`config.mk`:
```
export PLATFORM = sky130hd
export DESIGN_NAME = work_break_cycle_timer_core_flat
export DESIGN_NICKNAME = d
export VERILOG_FILES = /design/src/rtl/wbct_pkg.sv /design/src/rtl/wbct_in_if.sv /design/src/rtl/wbct_out_if.sv /design/src/rtl/wbct_cfg_if.sv /design/src/rtl/wbct_cfg_regs.sv /design/src/rtl/wbct_step.sv /design/src/rtl/work_break_cycle_timer_core.sv /design/src/flat_wrapper.sv
export SDC_FILE = /design/constraint.sdc
export NUM_CORES = 1
export LEC_CHECK = 0
export BUFFER_PORTS_ARGS = -buffer_cell sky130_fd_sc_hd__buf_4
export CORE_UTILIZATION = 50
export DETAILED_ROUTE_END_ITERATION = 8
export PLACE_DENSITY = 0.67
export SLEW_MARGIN = 5
export SYNTH_ARGS = -nofsm -noshare
export SYNTH_HDL_FRONTEND = slang
export SYNTH_SLANG_ARGS = --single-unit
```
`constraint.sdc`:
```
create_clock -name clk -period 17.45 [get_ports clk]
set_input_delay 2.6175 -clock clk [delete_from_list [all_inputs] [get_ports clk]]
set_output_delay 2.6175 -clock clk [all_outputs]
set_load 0.02 [all_outputs]
```
`src/rtl/wbct_pkg.sv`:
```
// Package for the work/break cycle timer: widths, mode and register codes,
// the configuration and state records, and small helpers.
// No dependencies; every other file of the block but wbct_in_if imports it.
package wbct_pkg;

  // Width of the countdown seconds.
  localparam int SECONDS_BITS = 16;

  // Widths of the configuration port and the internal counters.
  localparam int CFG_IDX_BITS  = 4;
  localparam int CFG_DATA_BITS = 20;
  localparam int IDLE_BITS     = 21;

  localparam logic [IDLE_BITS-1:0] IDLE_MAX  = '1;
  localparam logic [15:0]          TICK_MAX  = '1;
  localparam logic [15:0]          PRESS_MAX = '1;

  // Reset values of the configuration registers.
  localparam logic [15:0] RST_WORK_SECONDS   = 16'd1500;
  localparam logic [15:0] RST_SHORT_SECONDS  = 16'd300;
  localparam logic [15:0] RST_LONG_SECONDS   = 16'd900;
  localparam logic [7:0]  RST_CYCLES_PER_LB  = 8'd4;
  localparam logic [15:0] RST_HOLD_LIMIT     = 16'd1000;
  localparam logic [15:0] RST_TICKS_PER_SEC  = 16'd1000;
  localparam logic [19:0] RST_DISPLAY_TMO_MS = 20'd30000;
  localparam logic [19:0] RST_DOZE_DELAY     = 20'd10000;

  // Timer modes.
  typedef enum logic [2:0] {
    MODE_IDLE   = 3'd0,
    MODE_WORK   = 3'd1,
    MODE_SHORT  = 3'd2,
    MODE_LONG   = 3'd3,
    MODE_PAUSED = 3'd4
  } mode_t;

  // Configuration register indexes.
  typedef enum logic [CFG_IDX_BITS-1:0] {
    REG_WORK_SECONDS   = 4'd0,
    REG_SHORT_SECONDS  = 4'd1,
    REG_LONG_SECONDS   = 4'd2,
    REG_CYCLES_PER_LB  = 4'd3,
    REG_HOLD_LIMIT     = 4'd4,
    REG_TICKS_PER_SEC  = 4'd5,
    REG_DISPLAY_TMO_MS = 4'd6,
    REG_DOZE_DELAY     = 4'd7
  } cfg_reg_t;

  // Current configuration as seen by the step logic.
  typedef struct packed {
    logic [15:0] work_seconds;
    logic [15:0] short_break_seconds;
    logic [15:0] long_break_seconds;
    logic [7:0]  cycles_per_long_break;
    logic [15:0] hold_limit_ticks;
    logic [15:0] ticks_per_second;
    logic [19:0] screen_off_ticks;
    logic [19:0] doze_delay_ticks;
  } cfg_t;

  // Timer state carried from one tick to the next.
  typedef struct packed {
    mode_t                   mode;
    mode_t                   mode_before_pause;
    logic [SECONDS_BITS-1:0] seconds;
    logic [15:0]             work_count;
    logic [7:0]              lb_phase;
    logic                    touch_prev;
    logic [15:0]             press_ticks;
    logic [15:0]             second_ticks;
    logic [IDLE_BITS-1:0]    idle_ticks;
    logic                    display_on;
    logic                    asleep;
  } state_t;

  // One result item.
  typedef struct packed {
    logic [2:0]              mode;
    logic [SECONDS_BITS-1:0] seconds_left;
    logic [15:0]             cycles_done;
    logic                    display_enabled;
    logic                    asleep;
    logic                    redraw;
  } result_t;

  // Fit a 16-bit period length into the seconds counter.
  function automatic logic [SECONDS_BITS-1:0] to_secs(input logic [15:0] v);
    return SECONDS_BITS'(v);
  endfunction

  // Work, short break and long break count down; idle and paused do not.
  function automatic logic is_running(input mode_t m);
    return (m == MODE_WORK) || (m == MODE_SHORT) || (m == MODE_LONG);
  endfunction

endpackage

```
`src/rtl/wbct_in_if.sv`:
```
// Input channel of the cycle timer: one millisecond tick with the touch level.
// Depends on nothing but the handshake convention valid/ready.
interface wbct_in_if ();
  logic valid;
  logic ready;
  logic touch_level;

  modport source (output valid, output touch_level, input ready);
  modport sink   (input valid, input touch_level, output ready);
endinterface

```
`src/rtl/wbct_out_if.sv`:
```
// Result channel of the cycle timer: mode, countdown and status per tick.
// Depends on wbct_pkg for the seconds width.
interface wbct_out_if import wbct_pkg::*; ();
  logic                    valid;
  logic                    ready;
  logic [2:0]              mode;
  logic [SECONDS_BITS-1:0] seconds_left;
  logic [15:0]             cycles_done;
  logic                    display_enabled;
  logic                    asleep;
  logic                    redraw;

  modport source (output valid, output mode, output seconds_left, output cycles_done,
                  output display_enabled, output asleep, output redraw, input ready);
  modport sink   (input valid, input mode, input seconds_left, input cycles_done,
                  input display_enabled, input asleep, input redraw, output ready);
endinterface

```
`src/rtl/wbct_cfg_if.sv`:
```
// Configuration write channel of the cycle timer: register index and data.
// Depends on wbct_pkg for the index and data widths.
interface wbct_cfg_if import wbct_pkg::*; ();
  logic                     valid;
  logic                     ready;
  logic [CFG_IDX_BITS-1:0]  index;
  logic [CFG_DATA_BITS-1:0] data;

  modport source (output valid, output index, output data, input ready);
  modport sink   (input valid, input index, input data, output ready);
endinterface

```
`src/rtl/wbct_cfg_regs.sv`:
```
// Configuration register file of the cycle timer.
// Depends on wbct_pkg and wbct_cfg_if.
module wbct_cfg_regs import wbct_pkg::*; (
  input  logic       clk,
  input  logic       rst_n,
  wbct_cfg_if.sink   cfg_ch,
  output cfg_t       cfg
);

  cfg_t cfg_r;
  cfg_t cfg_nxt;

  // Writes are always taken; unknown indexes are dropped.
  assign cfg_ch.ready = 1'b1;

  // Decode the register index of a write request.
  always_comb begin
    cfg_nxt = cfg_r;
    if (cfg_ch.valid) begin
      case (cfg_ch.index)
        REG_WORK_SECONDS:   cfg_nxt.work_seconds          = cfg_ch.data[15:0];
        REG_SHORT_SECONDS:  cfg_nxt.short_break_seconds   = cfg_ch.data[15:0];
        REG_LONG_SECONDS:   cfg_nxt.long_break_seconds    = cfg_ch.data[15:0];
        REG_CYCLES_PER_LB:  cfg_nxt.cycles_per_long_break = cfg_ch.data[7:0];
        REG_HOLD_LIMIT:     cfg_nxt.hold_limit_ticks      = cfg_ch.data[15:0];
        REG_TICKS_PER_SEC:  cfg_nxt.ticks_per_second      = cfg_ch.data[15:0];
        REG_DISPLAY_TMO_MS: cfg_nxt.screen_off_ticks      = cfg_ch.data[19:0];
        REG_DOZE_DELAY:     cfg_nxt.doze_delay_ticks      = cfg_ch.data[19:0];
        default: ;
      endcase
    end
  end

  // Register storage with power-on defaults.
  always_ff @(posedge clk) begin
    if (!rst_n) begin
      cfg_r.work_seconds          <= RST_WORK_SECONDS;
      cfg_r.short_break_seconds   <= RST_SHORT_SECONDS;
      cfg_r.long_break_seconds    <= RST_LONG_SECONDS;
      cfg_r.cycles_per_long_break <= RST_CYCLES_PER_LB;
      cfg_r.hold_limit_ticks      <= RST_HOLD_LIMIT;
      cfg_r.ticks_per_second      <= RST_TICKS_PER_SEC;
      cfg_r.screen_off_ticks      <= RST_DISPLAY_TMO_MS;
      cfg_r.doze_delay_ticks      <= RST_DOZE_DELAY;
    end else begin
      cfg_r <= cfg_nxt;
    end
  end

  assign cfg = cfg_r;

endmodule

```
`src/rtl/wbct_step.sv`:
```
// Next-state logic of the cycle timer for one millisecond tick.
// Depends on wbct_pkg; purely combinational.
module wbct_step import wbct_pkg::*; (
  input  state_t  state,
  input  cfg_t    cfg,
  input  logic    touch_level,
  output state_t  state_nxt,
  output result_t result
);

  logic                    awake;
  logic                    rise;
  logic                    fall;
  logic [SECONDS_BITS-1:0] secs_dec;
  logic [7:0]              phase_inc;
  logic [IDLE_BITS-1:0]    sleep_limit;

  assign awake       = !state.asleep || touch_level;
  assign rise        = touch_level && !state.touch_prev;
  assign fall        = !touch_level && state.touch_prev;
  assign sleep_limit = IDLE_BITS'(cfg.screen_off_ticks) + IDLE_BITS'(cfg.doze_delay_ticks);

  always_comb begin
    state_nxt = state;
    secs_dec  = '0;
    phase_inc = '0;

    // A touch while asleep wakes the block and restarts the idle timing.
    if (state.asleep && touch_level) begin
      state_nxt.asleep       = 1'b0;
      state_nxt.display_on   = 1'b1;
      state_nxt.idle_ticks   = '0;
      state_nxt.second_ticks = '0;
    end

    if (awake) begin
      // Saturating time counters.
      if (state.touch_prev && state_nxt.press_ticks != PRESS_MAX) begin
        state_nxt.press_ticks = state_nxt.press_ticks + 16'd1;
      end
      if (state_nxt.second_ticks != TICK_MAX) begin
        state_nxt.second_ticks = state_nxt.second_ticks + 16'd1;
      end
      if (state_nxt.idle_ticks != IDLE_MAX) begin
        state_nxt.idle_ticks = state_nxt.idle_ticks + IDLE_BITS'(1);
      end

      // Touch edges: a press starts timing, a release acts on its length.
      if (rise) begin
        state_nxt.press_ticks = '0;
        state_nxt.display_on  = 1'b1;
        state_nxt.idle_ticks  = '0;
      end else if (fall) begin
        if (state_nxt.press_ticks < cfg.hold_limit_ticks) begin
          if (state_nxt.mode == MODE_IDLE) begin
            state_nxt.mode         = MODE_WORK;
            state_nxt.seconds      = to_secs(cfg.work_seconds);
            state_nxt.second_ticks = '0;
          end else if (is_running(state_nxt.mode)) begin
            state_nxt.mode_before_pause = state_nxt.mode;
            state_nxt.mode              = MODE_PAUSED;
          end else if (state_nxt.seconds == '0) begin
            state_nxt.mode    = MODE_IDLE;
            state_nxt.seconds = to_secs(cfg.work_seconds);
          end else begin
            state_nxt.mode = state_nxt.mode_before_pause;
          end
        end else begin
          state_nxt.mode       = MODE_IDLE;
          state_nxt.seconds    = to_secs(cfg.work_seconds);
          state_nxt.work_count = '0;
          state_nxt.lb_phase   = '0;
        end
        state_nxt.display_on = 1'b1;
        state_nxt.idle_ticks = '0;
      end
      state_nxt.touch_prev = touch_level;

      // One countdown second per tick interval.
      if (state_nxt.second_ticks >= cfg.ticks_per_second) begin
        state_nxt.second_ticks = '0;
        if (is_running(state_nxt.mode)) begin
          secs_dec = (state_nxt.seconds != '0) ? state_nxt.seconds - SECONDS_BITS'(1)
                                               : state_nxt.seconds;
          state_nxt.seconds = secs_dec;
          if (secs_dec == '0) begin
            if (state_nxt.mode == MODE_WORK) begin
              phase_inc            = state_nxt.lb_phase + 8'd1;
              state_nxt.work_count = state_nxt.work_count + 16'd1;
              if (phase_inc >= cfg.cycles_per_long_break) begin
                state_nxt.lb_phase = '0;
                state_nxt.mode     = MODE_LONG;
                state_nxt.seconds  = to_secs(cfg.long_break_seconds);
              end else begin
                state_nxt.lb_phase = phase_inc;
                state_nxt.mode     = MODE_SHORT;
                state_nxt.seconds  = to_secs(cfg.short_break_seconds);
              end
            end else begin
              state_nxt.mode    = MODE_WORK;
              state_nxt.seconds = to_secs(cfg.work_seconds);
            end
          end
        end
      end

      // Display timeout, then sleep when nothing is running.
      if (state_nxt.display_on &&
          state_nxt.idle_ticks >= IDLE_BITS'(cfg.screen_off_ticks)) begin
        state_nxt.display_on = 1'b0;
      end
      if (!state_nxt.display_on &&
          (state_nxt.mode == MODE_IDLE || state_nxt.mode == MODE_PAUSED) &&
          state_nxt.idle_ticks >= sleep_limit) begin
        state_nxt.asleep = 1'b1;
      end
    end
  end

  // Result fields come from the updated state.
  always_comb begin
    result.mode            = state_nxt.mode;
    result.seconds_left    = state_nxt.seconds;
    result.cycles_done     = state_nxt.work_count;
    result.display_enabled = state_nxt.display_on;
    result.asleep          = state_nxt.asleep;
    result.redraw          = (state_nxt.mode != state.mode) ||
                             (state_nxt.seconds != state.seconds);
  end

endmodule

```
`src/rtl/work_break_cycle_timer_core.sv`:
```
// Work/break cycle timer. Each accepted input request is one millisecond tick
// with the sampled touch level, and yields exactly one result request with the
// mode, the seconds left, the completed work periods and the display and sleep
// flags. The state update for a tick is a single pass of combinational logic
// into the state registers, and its result is registered and shown on the next
// cycle, so one tick can be accepted in every cycle while the result register
// is free or being taken. Configuration writes take effect in the cycle after
// the write request and should be made while no result is pending.
module work_break_cycle_timer_core import wbct_pkg::*; (
  input  logic        clk,
  input  logic        rst_n,
  wbct_in_if.sink     in_ch,
  wbct_out_if.source  out_ch,
  wbct_cfg_if.sink    cfg_ch
);

  cfg_t    cfg;
  state_t  state_r;
  state_t  state_nxt;
  result_t step_res;
  result_t result_r;
  logic    out_valid_r;
  logic    in_fire;
  logic    out_fire;

  // Configuration registers.
  wbct_cfg_regs u_cfg_regs (
    .clk    (clk),
    .rst_n  (rst_n),
    .cfg_ch (cfg_ch),
    .cfg    (cfg)
  );

  // Per-tick next-state logic.
  wbct_step u_step (
    .state       (state_r),
    .cfg         (cfg),
    .touch_level (in_ch.touch_level),
    .state_nxt   (state_nxt),
    .result      (step_res)
  );

  // Take a tick whenever the result register is empty or being emptied.
  assign in_ch.ready = !out_valid_r || out_ch.ready;
  assign in_fire     = in_ch.valid && in_ch.ready;
  assign out_fire    = out_valid_r && out_ch.ready;

  // Timer state.
  always_ff @(posedge clk) begin
    if (!rst_n) begin
      state_r.mode              <= MODE_IDLE;
      state_r.mode_before_pause <= MODE_IDLE;
      state_r.seconds           <= to_secs(RST_WORK_SECONDS);
      state_r.work_count        <= '0;
      state_r.lb_phase          <= '0;
      state_r.touch_prev        <= 1'b0;
      state_r.press_ticks       <= '0;
      state_r.second_ticks      <= '0;
      state_r.idle_ticks        <= '0;
      state_r.display_on        <= 1'b1;
      state_r.asleep            <= 1'b0;
    end else if (in_fire) begin
      state_r <= state_nxt;
    end
  end

  // Result valid flag.
  always_ff @(posedge clk) begin
    if (!rst_n) begin
      out_valid_r <= 1'b0;
    end else if (in_fire) begin
      out_valid_r <= 1'b1;
    end else if (out_fire) begin
      out_valid_r <= 1'b0;
    end
  end

  // Result payload.
  always_ff @(posedge clk) begin
    if (in_fire) begin
      result_r <= step_res;
    end
  end

  assign out_ch.valid           = out_valid_r;
  assign out_ch.mode            = result_r.mode;
  assign out_ch.seconds_left    = result_r.seconds_left;
  assign out_ch.cycles_done     = result_r.cycles_done;
  assign out_ch.display_enabled = result_r.display_enabled;
  assign out_ch.asleep          = result_r.asleep;
  assign out_ch.redraw          = result_r.redraw;

endmodule
```
`src/flat_wrapper.sv`:
```
// flat-port wrapper written by rule: the top's interface ports become plain ports
module work_break_cycle_timer_core_flat import wbct_pkg::*;
  (clk, rst_n, in_ch_valid, in_ch_touch_level, in_ch_ready, out_ch_valid, out_ch_mode, out_ch_seconds_left, out_ch_cycles_done, out_ch_display_enabled, out_ch_asleep, out_ch_redraw, out_ch_ready, cfg_ch_valid, cfg_ch_index, cfg_ch_data, cfg_ch_ready);
  wbct_in_if in_ch_i ();
  wbct_out_if out_ch_i ();
  wbct_cfg_if cfg_ch_i ();
  input  logic clk;
  input  logic rst_n;
  input wire logic [$bits(in_ch_i.valid)-1:0] in_ch_valid;
  input wire logic [$bits(in_ch_i.touch_level)-1:0] in_ch_touch_level;
  output wire logic [$bits(in_ch_i.ready)-1:0] in_ch_ready;
  output wire logic [$bits(out_ch_i.valid)-1:0] out_ch_valid;
  output wire logic [$bits(out_ch_i.mode)-1:0] out_ch_mode;
  output wire logic [$bits(out_ch_i.seconds_left)-1:0] out_ch_seconds_left;
  output wire logic [$bits(out_ch_i.cycles_done)-1:0] out_ch_cycles_done;
  output wire logic [$bits(out_ch_i.display_enabled)-1:0] out_ch_display_enabled;
  output wire logic [$bits(out_ch_i.asleep)-1:0] out_ch_asleep;
  output wire logic [$bits(out_ch_i.redraw)-1:0] out_ch_redraw;
  input wire logic [$bits(out_ch_i.ready)-1:0] out_ch_ready;
  input wire logic [$bits(cfg_ch_i.valid)-1:0] cfg_ch_valid;
  input wire logic [$bits(cfg_ch_i.index)-1:0] cfg_ch_index;
  input wire logic [$bits(cfg_ch_i.data)-1:0] cfg_ch_data;
  output wire logic [$bits(cfg_ch_i.ready)-1:0] cfg_ch_ready;
  assign in_ch_i.valid = in_ch_valid;
  assign in_ch_i.touch_level = in_ch_touch_level;
  assign in_ch_ready = in_ch_i.ready;
  assign out_ch_valid = out_ch_i.valid;
  assign out_ch_mode = out_ch_i.mode;
  assign out_ch_seconds_left = out_ch_i.seconds_left;
  assign out_ch_cycles_done = out_ch_i.cycles_done;
  assign out_ch_display_enabled = out_ch_i.display_enabled;
  assign out_ch_asleep = out_ch_i.asleep;
  assign out_ch_redraw = out_ch_i.redraw;
  assign out_ch_i.ready = out_ch_ready;
  assign cfg_ch_i.valid = cfg_ch_valid;
  assign cfg_ch_i.index = cfg_ch_index;
  assign cfg_ch_i.data = cfg_ch_data;
  assign cfg_ch_ready = cfg_ch_i.ready;
  work_break_cycle_timer_core u_core (.clk(clk), .rst_n(rst_n), .in_ch(in_ch_i), .out_ch(out_ch_i), .cfg_ch(cfg_ch_i));
endmodule
```
==> results.cfg, run 1 <==
[sta]
worstMarginPinSlew_ns = 1.22
setup_violations = 0
fin_crit_ns = 9.28
slew_viol_final = 0
fin_hold_ws_ns = 0.437
rsz0062_at_grt = no
fin_crit_sh = 0.532
hold_viol = 0
fin_setup_tns_ns = 0
slew_headroom = 0.181
fin_skew_ns = 0.0216
max_freq_mhz = 108

[logic_synthesis]
avgSynthCellArea_sq_um = 7.70
async_flop_share = 0
synth_edf_count = 38
ys_top_cells_by_count = 414 x nand2_1, 231 x dfxtp_1, 191 x a21oi_1
yosysWarnings = 0
post-synth-top-area-fraction = 0.272
synth-seq-cells = 269
synth_area_leaders = dfxtp_1 27%, nand2_1 9.1%, ha_1 7.8%
yosysMostFrequentCell = nand2_1
synth_nets = 2345
synth_cell_types = 90
synthFlopType = dfxtp_1
netlist_area_sq_um = 17000
ys_seq_area_frac = 0.339
syn_inst = 2208
yosysTopAreaCell = dfxtp_1

[pwr]
clkPwrFrac = 0.476
p_int_mw = 1.13
leakagePower_nw = 7.28
p_sw_mw = 0.376
swShare = 0.250
seqPwrFrac = 0.434
power.density_nw_per_um2 = 80.0
vdd_drop_max_v = 0.0000808
p_comb_frac = 0.090

[cells_and_area]
n_antenna_cell = 0
syn2layout_area_growth_pct = 10.7
utilization = 0.563
fill_cells = 3133
design_area_sq_um = 18800
drive_gt1_frac = 0.0832
fin_nets = 2324
layoutNonFillerInstCount = 2659

[drt]
drc = 0
vias = 15908
drt_iter0_markers = 1385
via_per_inst = 5.98
routed_wl_mm = 51.5
wl_per_cell_um = 19.4
antenna_left = 0
dr.pass1.iters = 5

[global_routing]
grt_pass1_wl_mm = 80.9
track_usage = 0.289
first_global_vias = 14659
antenna_found_initial = 0
grt_overflow = 0
grt_max_degree = 99

[place]
portBuffers = 69
place_congestion = 1.00
dp_hpwl_mm = 36.5
dp.cells = 2602
placed_cell_area_sq_um = 17700

[worst_setup_path]
critPathLaunchType = flop
ff2ff_path_depth = 31
r2r_end = u_core.out_ch.redraw
worst_ep_required_time_ns = 17.75
end_kind = flop
worstSetupPathType = reg -> reg
r2r_start = u_core.state_r[39]
path_max_fanout = 26
worst_ep_arrival_time_ns = 9.58
rrSetupSlack_ns = 8.17
critPathMaxStageDelay_ns = 0.72
slowest_stage = or4_1

[clock_network]
root_buffer = clkbuf_16
cts_hold_buf = 0
clk_pin_slew_ns = 0.07
cts_sinks = 269
cts_tree = yes
h-tree-depth = 1
numCtsBuffers = 31
cts_buffer_depth = 3
insertion_delay_ns = 0.59
cts-resized-gates = 0
postCtsSetupBuffers = 0

[job]
drv_cap = 0

[die]
io_pins = 71
rows = 67
die_y_um = 186
start_util = 0.508
die_width_um = 186
core_sq_um = 33400
dieArea_sq_um = 34700

[hold_path]
hp-class = reg -> reg
hp-start = u_core.state_r[98]
worstHoldEndpoint = u_core.state_r[98]
hold_depth = 2

[outcome]
status = finished, final reports clean
==> cells by family after synthesis <==
group                    share of synthesized area
AO/OA/AOI/OAI                                0.195
XOR/XNOR                                    0.0479
adder cells (fa/ha/maj)                     0.0792
buffers and inverters                       0.0542
flip-flops                                   0.339
multiplexers                                0.0276
other                                     0.000221
AND/OR/NAND/NOR                              0.257
==> placed cells by master (no fill, tap or decap), types with 43 or more instances in the layout <==
cell type / n
ha_1: 106
a21oi_1: 191
o21ai_0: 85
nand2_1: 413
xor2_1: 43
a22oi_1: 47
nor3_1: 53
nand3_1: 70
buf_4: 88
inv_1: 92
nor2_1: 189
dfxtp_1: 231
xnor2_1: 50
==> sequential cells by signal (all words and copies together), names as in the netlist <==
register / count
u_core.out_ch.seconds_left: 16
u_core.out_ch.redraw: 1
u_core.out_ch.cycles_done: 16
u_core.out_ch.mode: 3
u_core.out_ch.asleep: 1
u_core.state_r: 102
u_core.out_ch.valid: 1
u_core.out_ch.display_enabled: 1
u_core.u_cfg_regs.cfg: 128
==> power by group through the flow <==
stage	sequential, mW	combinational [mW]	clock, mW
floorplan	0.668	0.0846	0
global placement	0.667	0.133	0
detailed placement	0.667	0.134	0
CTS	0.653	0.135	0.728
global route	0.655	0.147	0.750
finish	0.654	0.136	0.716
==> cell type report <==
cell class	count	area [sq um]	share of cell area
multi-input combinational	1703	10300	0.550
sequential	269	5770	0.306
clock buffer	36	825	0.0438
timing repair buffer	88	661	0.0351
tap	448	561	0.0298
inverter	94	358	0.0190
clock inverter	21	307	0.0163
==> through the flow <==
stage                     worst slack, ns  total power, mW
after global placement               8.35            0.799
after global routing                 7.64             1.55
after detailed placement             8.28            0.801
final                                8.17             1.51
after floorplan                      8.67            0.753
after CTS                            8.28             1.52
==> worst max path at each step <==
stage | from | end | slack, ns | cells after the start
floorplan | in_ch_touch_level | u_core.out_ch.redraw | 8.67 | 25
global placement | in_ch_touch_level | u_core.out_ch.redraw | 8.35 | 21
detailed placement | in_ch_touch_level | u_core.out_ch.redraw | 8.28 | 21
CTS | u_core.state_r[39] | u_core.out_ch.redraw | 8.28 | 29
global route | u_core.state_r[39] | u_core.out_ch.redraw | 7.64 | 31
finish | u_core.state_r[39] | u_core.out_ch.redraw | 8.17 | 31
==> worst max-delay path: cells and delay by family, from the launching register on <==
| family | cells | cell delay (ns) |
|---|---|---|
| mux | 2 | 0.54 |
| flops | 1 | 0.36 |
| compound gates | 7 | 1.95 |
| buf+inv | 3 | 0.78 |
| xor+xnor | 1 | 0.22 |
| fa+ha+maj | 3 | 1.11 |
| simple gates | 15 | 4.02 |
==> per-layer routing <==
metal  up-vias  global-route usage  share of wire  wire, um
li1       7748                   -              -         -
met1      7460               0.382           0.44     22400
met2       584               0.484           0.47     24000
met3       116              0.0335          0.063      3260
met4         0               0.104          0.035      1800
met5         -                   0              0         0
No activity file was read; power rests on OpenSTA's default activity.
==> run 2: changes to the inputs <==
==> constraint.sdc (replaced) <==
create_clock -name clk -period 9.12 [get_ports clk]
set_input_delay 1.368 -clock clk [delete_from_list [all_inputs] [get_ports clk]]
set_output_delay 1.368 -clock clk [all_outputs]
set_load 0.02 [all_outputs]
==> results.cfg, run 2 (synthesis gave the netlist of run 1 again) <==
[sta]
fin_crit_ns = 8.57
fin_setup_tns_ns = 0
worst_slack_ns = 0.551
fin_skew_ns = 0.0147
slew_viol_final = 0
setup_violations = 0
slew_headroom = 0.258
rsz0062_at_grt = no
hold_viol = 0
max_freq_mhz = 117
fin_crit_sh = 0.940
fin_hold_ws_ns = 0.443
worstMarginPinSlew_ns = 1.11

[cells_and_area]
fin_nets = 2339
drive_gt1_frac = 0.0894
layout_common_cells = 413 x nand2_1, 231 x dfxtp_1, 191 x a21oi_1
syn2layout_area_growth_pct = 10.8
fill_cells = 3162
design_area_sq_um = 18800
n_antenna_cell = 0
final_common_cell = nand2_1
regArea_sq_um = 5770
largest_reg_flops = 128
utilization = 0.563
multi_input_area_sq_um = 10400
layoutNonFillerInstCount = 2673

[worst_setup_path]
worstSetupPathType = reg -> reg
crit_top_cell = nor2_1
critPathLaunchType = flop
path_max_fanout = 17
worst_ep_required_time_ns = 9.41
slowest_stage = or4_1
critPathMaxStageDelay_ns = 0.68
path_buf_inv = 2
worst_ep_arrival_time_ns = 8.85
cp_top_family = simple AND/OR/NAND/NOR gates
end_kind = flop

[place]
portBuffers = 69
place_congestion = 0.972
dp.cells = 2615
dp_slack_ns = 0.381
placed_cell_area_sq_um = 17800
dp_hpwl_mm = 36.7

[clock_network]
root_buffer = clkbuf_16
cts_sinks = 269
numCtsBuffers = 30
h-tree-depth = 1
insertion_delay_ns = 0.56
cts_buffer_depth = 3
cts_tree = yes
clk_pin_slew_ns = 0.06

[pwr]
leakagePower_nw = 7.31
power_mw = 2.73
power.density_nw_per_um2 = 145
vdd_drop_max_v = 0.000157

[global_routing]
track_usage = 0.292
first_global_vias = 14803
grt_overflow = 0
grt_pass1_wl_mm = 82.1
antenna_found_initial = 0
grt_max_degree = 103

[job]
drv_cap = 0

[drt]
drc = 0
vias = 16037
antenna_left = 0
wl_per_cell_um = 19.5
dr.pass1.iters = 5
drt_iter0_markers = 1506
via_per_inst = 6.00
routed_wl_mm = 52.1

[die]
die_width_um = 186
io_pins = 71
rows = 67
core_sq_um = 33400
die_y_um = 186
dieArea_sq_um = 34700
start_util = 0.508

[outcome]
status = finished, final reports clean

[hold_path]
hp-class = reg -> reg
-- run 2: final timing paths --
| kind | start | to | slack [ns] | depth (start not counted) |
|---|---|---|---|---|
| hold reg to reg | u_core.state_r[23] | u_core.state_r[23] | 0.44 | 2 |
| hold / removal | u_core.state_r[23] | u_core.state_r[23] | 0.44 | 2 |
| setup reg to reg | u_core.state_r[39] | u_core.out_ch.redraw | 0.55 | 30 |
| setup / recovery | u_core.state_r[39] | u_core.out_ch.redraw | 0.55 | 30 |
-- run 2: layout make-up --
class                   count  area share
inverters                  94      0.0190
multi-input cells        1703       0.551
clock inverters            16     0.00864
flip-flops and latches    269       0.306
repair buffers            104      0.0416
clock buffers              39      0.0438
well taps                 448      0.0298
-- run 2: repair_timing --
| action | 4_1_cts | 5_1_grt |
|---|---|---|
| hold endpoints to repair | 0 | 0 |
| resized for setup | 0 | 9 |
| hold buffers | 0 | 0 |
| endpoints found under the setup margin | 0 | 3 |
| buffers inserted | 0 | 3 |
-- run 2: report_power, final --
group          switching (mW)  leakage, nW  internal, mW  total, mW
Sequential             0.0229         2.23          1.23       1.25
Combinational           0.177         4.59        0.0873      0.264
Clock                   0.499        0.487         0.720       1.22
-- run 2: worst register-to-register path: cells and delay by family, from the launching register on --
family	cells	cell delay, ns
simple gates	15	4.07
compound gates	7	1.90
fa+ha+maj	3	0.80
mux	2	0.56
buf+inv	2	0.38
flops	1	0.36
xor+xnor	1	0.23
-- run 2: metal layers --
layer / global-route usage / wire [um]
met5: 0 / 0
met4: 0.100 / 1770
met3: 0.0350 / 3020
met2: 0.490 / 24400
met1: 0.388 / 23000
